### src/rtl/hmrl_pkg.sv
package hmrl_pkg;

  localparam int TABLE_ENTRIES_DEF = 64;
  localparam int TABLES = 3;

  localparam int SKEY_W = 64;
  localparam int IKEY_W = 64;
  localparam int MKEY_W = 32;
  localparam int RATE_W = 16;
  localparam int TIME_W = 64;
  localparam int LVL_W  = 26;
  localparam int KEY_W  = SKEY_W + MKEY_W;
  localparam int PROD_W = LVL_W + RATE_W;
  localparam int WORD_W = KEY_W + LVL_W + TIME_W;
  localparam int REASON_W = 3;
  localparam int CFG_IDX_W = 2;

  localparam logic [9:0] MILLI = 10'd1000;

  localparam logic [RATE_W-1:0] SESSION_RATE_RST   = 16'd80;
  localparam logic [RATE_W-1:0] SESSION_BURST_RST  = 16'd160;
  localparam logic [RATE_W-1:0] INSTANCE_RATE_RST  = 16'd160;
  localparam logic [RATE_W-1:0] INSTANCE_BURST_RST = 16'd256;

  typedef enum logic [CFG_IDX_W-1:0] {
    CFG_SESSION_RATE   = 2'd0,
    CFG_SESSION_BURST  = 2'd1,
    CFG_INSTANCE_RATE  = 2'd2,
    CFG_INSTANCE_BURST = 2'd3
  } cfg_idx_t;

  localparam logic [REASON_W-1:0] R_NONE     = 3'd0;
  localparam logic [REASON_W-1:0] R_MESSAGE  = 3'd1;
  localparam logic [REASON_W-1:0] R_SESSION  = 3'd2;
  localparam logic [REASON_W-1:0] R_INSTANCE = 3'd3;
  localparam logic [REASON_W-1:0] R_FULL     = 3'd4;

  typedef enum logic [1:0] {
    STG_SESS = 2'd0,
    STG_MSG  = 2'd1,
    STG_INST = 2'd2
  } stage_t;

  typedef enum logic [2:0] {
    ST_IDLE,
    ST_CHECK,
    ST_SCAN,
    ST_MATH1,
    ST_MATH2,
    ST_WRITE,
    ST_DONE
  } state_t;

  typedef struct packed {
    logic                load;
    logic                scan_start;
    logic                scan_run;
    logic                bkt_load;
    logic                fresh;
    logic                math1;
    logic                math2;
    logic                write;
    logic                out_load;
    stage_t              stage;
    logic [REASON_W-1:0] reason;
  } cmd_t;

  typedef struct packed {
    logic invalid;
    logic hit;
    logic last;
    logic free_ok;
    logic pass;
    logic out_busy;
  } status_t;

endpackage

### src/rtl/hmrl_ctrl.sv
module hmrl_ctrl (
  input  logic             clk,
  input  logic             rst_n,
  input  logic             in_valid,
  output logic             in_ready,
  input  hmrl_pkg::status_t sts,
  output hmrl_pkg::cmd_t    cmd
);

  hmrl_pkg::state_t state_r, state_nxt;
  hmrl_pkg::stage_t stage_r, stage_nxt;
  logic [hmrl_pkg::REASON_W-1:0] reason_r, reason_nxt;

  // State registers
  always_ff @(posedge clk) begin
    if (!rst_n) begin
      state_r  <= hmrl_pkg::ST_IDLE;
      stage_r  <= hmrl_pkg::STG_SESS;
      reason_r <= hmrl_pkg::R_NONE;
    end else begin
      state_r  <= state_nxt;
      stage_r  <= stage_nxt;
      reason_r <= reason_nxt;
    end
  end

  // Next state and commands
  always_comb begin
    state_nxt  = state_r;
    stage_nxt  = stage_r;
    reason_nxt = reason_r;
    cmd        = '0;
    cmd.stage  = stage_r;
    cmd.reason = reason_r;
    in_ready   = 1'b0;
    unique case (state_r)
      hmrl_pkg::ST_IDLE: begin
        in_ready = 1'b1;
        if (in_valid) begin
          cmd.load  = 1'b1;
          state_nxt = hmrl_pkg::ST_CHECK;
        end
      end
      hmrl_pkg::ST_CHECK: begin
        if (sts.invalid) begin
          reason_nxt = hmrl_pkg::R_MESSAGE;
          state_nxt  = hmrl_pkg::ST_DONE;
        end else begin
          stage_nxt      = hmrl_pkg::STG_SESS;
          cmd.stage      = hmrl_pkg::STG_SESS;
          cmd.scan_start = 1'b1;
          state_nxt      = hmrl_pkg::ST_SCAN;
        end
      end
      hmrl_pkg::ST_SCAN: begin
        cmd.scan_run = 1'b1;
        priority if (sts.hit) begin
          cmd.bkt_load = 1'b1;
          state_nxt    = hmrl_pkg::ST_MATH1;
        end else if (sts.last && sts.free_ok) begin
          cmd.bkt_load = 1'b1;
          cmd.fresh    = 1'b1;
          state_nxt    = hmrl_pkg::ST_MATH1;
        end else if (sts.last) begin
          reason_nxt = hmrl_pkg::R_FULL;
          state_nxt  = hmrl_pkg::ST_DONE;
        end else begin
          state_nxt = hmrl_pkg::ST_SCAN;
        end
      end
      hmrl_pkg::ST_MATH1: begin
        cmd.math1 = 1'b1;
        state_nxt = hmrl_pkg::ST_MATH2;
      end
      hmrl_pkg::ST_MATH2: begin
        cmd.math2 = 1'b1;
        state_nxt = hmrl_pkg::ST_WRITE;
      end
      hmrl_pkg::ST_WRITE: begin
        cmd.write = 1'b1;
        if (!sts.pass) begin
          unique case (stage_r)
            hmrl_pkg::STG_SESS: reason_nxt = hmrl_pkg::R_SESSION;
            hmrl_pkg::STG_MSG:  reason_nxt = hmrl_pkg::R_MESSAGE;
            hmrl_pkg::STG_INST: reason_nxt = hmrl_pkg::R_INSTANCE;
            default:            reason_nxt = hmrl_pkg::R_MESSAGE;
          endcase
          state_nxt = hmrl_pkg::ST_DONE;
        end else if (stage_r == hmrl_pkg::STG_INST) begin
          reason_nxt = hmrl_pkg::R_NONE;
          state_nxt  = hmrl_pkg::ST_DONE;
        end else begin
          // advance to the next table
          stage_nxt = (stage_r == hmrl_pkg::STG_SESS) ? hmrl_pkg::STG_MSG
                                                      : hmrl_pkg::STG_INST;
          state_nxt = hmrl_pkg::ST_SCAN;
        end
      end
      hmrl_pkg::ST_DONE: begin
        if (!sts.out_busy) begin
          cmd.out_load = 1'b1;
          state_nxt    = hmrl_pkg::ST_IDLE;
        end
      end
      default: state_nxt = hmrl_pkg::ST_IDLE;
    endcase
    // a new scan starts whenever the stage changes after a passing write
    if (state_r == hmrl_pkg::ST_WRITE && sts.pass && stage_r != hmrl_pkg::STG_INST) begin
      cmd.scan_start = 1'b1;
    end
  end

endmodule

### config.mk
export PLATFORM = sky130hd
export DESIGN_NAME = hmrl_ctrl
export DESIGN_NICKNAME = d
export VERILOG_FILES = /design/src/rtl/hmrl_pkg.sv /design/src/rtl/hmrl_ctrl.sv
export SDC_FILE = /design/constraint.sdc
export NUM_CORES = 1
export LEC_CHECK = 0
export BUFFER_PORTS_ARGS = -buffer_cell sky130_fd_sc_hd__clkbuf_2
export CORE_MARGIN = 5
export CORE_UTILIZATION = 41
export CTS_CLUSTER_SIZE = 30
export DETAILED_ROUTE_END_ITERATION = 7
export GPL_TIMING_DRIVEN = 0
export PLACE_DENSITY = 0.73
export SKIP_CTS_REPAIR_TIMING = 1
export SLEW_MARGIN = 15
export SYNTH_ARGS = -nofsm -noshare
export SYNTH_HDL_FRONTEND = slang
export SYNTH_SLANG_ARGS = --single-unit
### constraint.sdc
create_clock -name clk -period 1.4 [get_ports clk]
set_input_delay 0.07 -clock clk [delete_from_list [all_inputs] [get_ports clk]]
set_output_delay 0.07 -clock clk [all_outputs]
set_load 0.02 [all_outputs]
# Yosys cells after proc, flatten, opt, wreduce, memory -nomap -nowiden
# Cells that the tools add are included.
# W data, S select, Z words.
# op_classes
n_lt_le_gt_ge	0
n_reduce_logical	10
n_addsub	0
n_shift	0
n_bitwise	0
div_mod_pow	0
n_mux	38
n_eq_ne	17
mul	0
# op_table
cell	n
$mux W3	15
$pmux W3 S7	1
$ne A2 B2 Y1 const B	9
$mux W1	13
$mux W2	6
$eq A3 B3 Y1 const B	3
$pmux W3 S3	1
$pmux W2 S2	2
$eq A3 B2 Y1 const B	2
$reduce_and A6 Y1	1
$eq A3 B1 Y1 const B	1
$logic_and A1 B1 Y1	3
$logic_not A3 Y1	1
$ne A3 B3 Y1 const B	1
$reduce_and A3 Y1	1
$reduce_bool A3 Y1	1
$eq A2 B2 Y1 const B	1
$logic_not A2 Y1	1
$reduce_and A2 Y1	1
$reduce_bool A2 Y1	1
# word_totals
reg_bits	8
mem_bits_rw	0
latchBits	0
output_inout_bits	15
mem_count	0
rom_bits	0
word_cells	68
inputBits	9

# Logic depth before layout (Yosys ltp)
# depth
depth_word	5
mapped_depth	6

# Least setup slack after synthesis
# OpenSTA, ideal clock, no wires.
# synth_path
kind	register to register
startpoint	reg state_r[2]
endpoint	reg reason_r[1] in the netlist's numbering
path_buffers	2
stages_incl_launch_ff	7
path_slack_ns	-0.107
t_required_ns	1.283
setup_time_ns	0.117
arrival_time_ns	1.390
cell_sequence	dfxtp_1 > buf_6 > and3b_4 > buf_6 > a31o_4 > o21bai_4 > a32o_1
# synth_between
elab_chain_len	3
elab_cells_between_ends	11
classes_between	eq/ne: 8; mux: 1; reduce/logical: 2
# synth_lines
element	line	rtl
start, declared	hmrl_ctrl.sv:10	hmrl_pkg::state_t state_r, state_nxt;
start signal, assigned	hmrl_ctrl.sv:17	state_r <= hmrl_pkg::ST_IDLE;
start signal, assigned	hmrl_ctrl.sv:21	state_r <= state_nxt;
$eq A3 B3 Y1, or another cell as far along	hmrl_ctrl.sv:36	unique case (state_r)
$ne A3 B3 Y1 (no source line), or another cell as far along	n/a	
$reduce_and A6 Y1 (no source line)	n/a	
end signal, assigned	hmrl_ctrl.sv:19	reason_r <= hmrl_pkg::R_NONE;
end signal, assigned	hmrl_ctrl.sv:23	reason_r <= reason_nxt;
end, declared	hmrl_ctrl.sv:12	logic [hmrl_pkg::REASON_W-1:0] reason_r, reason_nxt;
# Parallel ways exist; a longest one is shown, timed or not.
# A chain may end at the register's enable or synchronous reset.

==> flow_metrics.env <==
export IMPL_run_status="finished, violations left"
export IMPL_violations_in_the_final_reports="setup timing"
export IMPL_post_synth_top_area_cell="sky130_fd_sc_hd__dfxtp_1"
export IMPL_dp_hpwl_um=990
export IMPL_synth_enable_flop_cells=0
export IMPL_synth_top_cell_area_share_pct=27.6
export IMPL_globalRouteOverflowTotal=0
export IMPL_num_nets_final=107
export IMPL_crit_type="reg2out"
export IMPL_total_via_count_after_detailed_routing=571
export IMPL_synth_top_cells_by_area="sky130_fd_sc_hd__dfxtp_1 28%, sky130_fd_sc_hd__nor2b_1 5.4%, sky130_fd_sc_hd__nor2_1 4.5%"
export IMPL_pwr_share_clk_pct=23.5
export IMPL_synth_sequential_area_ratio_pct=27.6
export IMPL_flow_area_growth_from_synthesis_pct=37.4
export IMPL_relative_max_transition_margin_pct=69.8
export IMPL_postRouteAntennaNets=0
export IMPL_cts_buffer_depth=2
export IMPL_final_hold_violation_count=0
export IMPL_drt_pre_antenna_iters=4
export IMPL_post_synthesis_cell_count=67
export IMPL_synth_main_ff_cell="sky130_fd_sc_hd__dfxtp_1"
export IMPL_crit_path_max_fanout=8
export IMPL_critical_path_max_stage_delay_ns=0.43
export IMPL_timing_hold_ws_ns=0.201
export IMPL_cp_arrival_ns=1.52
export IMPL_number_of_warnings_printed_during_yosys_synthesis=0
export IMPL_synth_top_cells_by_count="8 x sky130_fd_sc_hd__dfxtp_1, 7 x sky130_fd_sc_hd__nor2_1, 5 x sky130_fd_sc_hd__nor2b_1"
export IMPL_io_buffer_count=22
export IMPL_power_net_switching_uw=247
export IMPL_grt_use_total_pct=13.2
export IMPL_synth_seq_cells=8
export IMPL_drtIter0Drc=7
export IMPL_cts_made_buffers=3
export IMPL_cts_sinks=8
export IMPL_synthesis_area_um2=579
export IMPL_synthMostInstantiatedCell="sky130_fd_sc_hd__dfxtp_1"
export IMPL_clock_latency_ns=0.25
export IMPL_cap_violations=0
export IMPL_die_area_um2=2260
export IMPL_grt_pass1_vias=491
export IMPL_finish_instance_area_um2=796
export IMPL_power_share_sequential_pct=34.9
export IMPL_dieHeight_um=47.6
export IMPL_worst_path_max_delay_cell="sky130_fd_sc_hd__or3b_4"
export IMPL_floorplan_initialDensity_pct=44.0
export IMPL_worstPathRequired_ns=1.33
export IMPL_crit_path_frequent_cell="sky130_fd_sc_hd__buf_6"
export IMPL_power_switching_fraction_pct=33.2
export IMPL_max_vdd_ir_drop_mv=0.545
export IMPL_fillers=129
export IMPL_placed_cell_area_um2=708
export IMPL_drive_above_1_share_pct=44.8
export IMPL_finalWeightedCongestion=0.776
export IMPL_power_share_combinational_pct=41.6
export IMPL_timing_final_setup_violations=8
export IMPL_route_final_wire_length_mm=1.36
export IMPL_pin_count_of_the_biggest_net_entering_global_routing=11
export IMPL_postSynthNetCount=76
export IMPL_min_period_over_period_pct=114
export IMPL_htree_num_levels=1
export IMPL_synth_area_per_cell_um2=8.65
export IMPL_fmaxAchievable_ghz=0.627
export IMPL_chipWidth_um=47.6
export IMPL_fin_skew_ns=0.00860
export IMPL_synth_cell_types=36
export IMPL_endpoint_type_of_the_worst_setup_path="output port"
export IMPL_num_antenna_cells=0
export IMPL_viasPerCell=5.14
export IMPL_cp_startpoint_kind="flip-flop"
export IMPL_site_row_count=13
export IMPL_worst_slew_pin_slew_ns=0.452
export IMPL_dr_wl_cell_um=12.3
export IMPL_worst_slack_ns=-0.194
export IMPL_placement_setup_worst_slack_ns=-0.0703
export IMPL_route_detailed_drc=0
export IMPL_power_internal_uw=496
export IMPL_clk_transition_reported_paths_ns=0.06
export IMPL_unrepaired_setup_endpoints_after_global_routing="true"
export IMPL_hp_class="in2reg"
export IMPL_antenna_violations_before_repair=0
export IMPL_core_area_um2=1320
export IMPL_maxSlewViolCount=0
export IMPL_crit_chain="buf_6 -> or3b_4 -> inv_2 -> and4b_1 -> buf_6"
export IMPL_crit_path_time_final_ns=1.59
export IMPL_async_reset_ff_share_pct=0
export IMPL_total_leakage_power_nw=0.381
export IMPL_tritoncts="built"
export IMPL_clock_tree_root_cell="sky130_fd_sc_hd__clkbuf_4"
export IMPL_grt_first_pass_wirelength_mm=2.05
export IMPL_power_density_nw_per_um2=934
export IMPL_io_pins=24
[layout by cell type, fill, tap and decap left out, types with 2 or more instances in the layout]
cell / n
sky130_fd_sc_hd__clkbuf_2: 18
sky130_fd_sc_hd__a32o_1: 2
sky130_fd_sc_hd__nor3b_1: 3
sky130_fd_sc_hd__nor2b_1: 5
sky130_fd_sc_hd__nand2b_1: 4
sky130_fd_sc_hd__a21oi_1: 2
sky130_fd_sc_hd__and2_1: 2
sky130_fd_sc_hd__dfxtp_1: 7
sky130_fd_sc_hd__clkbuf_4: 3
sky130_fd_sc_hd__buf_4: 6
sky130_fd_sc_hd__o21ai_0: 2
sky130_fd_sc_hd__mux2i_1: 2
sky130_fd_sc_hd__buf_6: 6
sky130_fd_sc_hd__nor2_1: 7
sky130_fd_sc_hd__nand2_1: 4
[sequential cells by signal, indices dropped and copies added, names as in the netlist]
register,flops
reason_r,3
stage_r,2
state_r,3
[critical path, delay by kind of cell, from the launching register on]
kind                   cells  cell delay (ns)
DFF                        1             0.32
and+or+nand+nor            2             0.63
buffers and inverters      3             0.31
[per-layer routing]
| layer | track usage (%) | vias up | part of all wire (%) |
|---|---|---|---|
| met4 | 5.38 | 0 | 0.73 |
| met3 | 6.77 | 2 | 6.6 |
| li1 | - | 293 | - |
| met5 | 0 | - | 0 |
| met1 | 15.0 | 263 | 43 |
| met2 | 21.1 | 13 | 49 |
[cell families after synthesis]
| logic type | share of synthesized area, % |
|---|---|
| AND/OR/NAND/NOR | 39.7 |
| AO/OA/AOI/OAI | 21.2 |
| flip-flops | 27.6 |
| buffers and inverters | 7.99 |
| multiplexers | 3.46 |
[layout make-up]
class	count	area, um2	share of cell area, %
sequential	8	161	20.3
timing repair buffer	26	158	19.8
multi-input combinational	52	378	47.5
inverter	1	3.75	0.472
buffer	6	53.8	6.76
tap	15	18.8	2.36
clock buffer	3	22.5	2.83
[path summary, 6_finish.rpt]
check | slack [ns] | endpoint | cells past startpoint | start
hold / removal | 0.20 | stage_r[1] | 3 | sts[5]
setup reg to reg | -0.06 | reason_r[1] | 5 | state_r[0]
setup / recovery | -0.19 | cmd[9] | 5 | state_r[0]
hold reg to reg | 0.46 | reason_r[0] | 2 | reason_r[0]
[power by group through the flow]
stage	registers (mW)	clock network, mW	logic (mW)
global route	0.261	0.195	0.336
detailed placement	0.262	0	0.265
floorplan	0.267	0	0.188
finish	0.259	0.175	0.309
CTS	0.258	0.183	0.266
global placement	0.262	0	0.262
[through the flow]
stage          power (mW)  TNS (ns)  utilization [%]  instances
6_report            0.743    -0.847             60.4        111
5_1_grt             0.792     -1.35             60.4        111
4_1_cts             0.706     -1.31             55.5        107
3_5_place_dp        0.527    -0.134             53.8        104
3_3_place_gp        0.523    -0.113             53.8        104
2_1_floorplan       0.455   -0.0533                -         67
No activity file was read; power rests on OpenSTA's default activity.
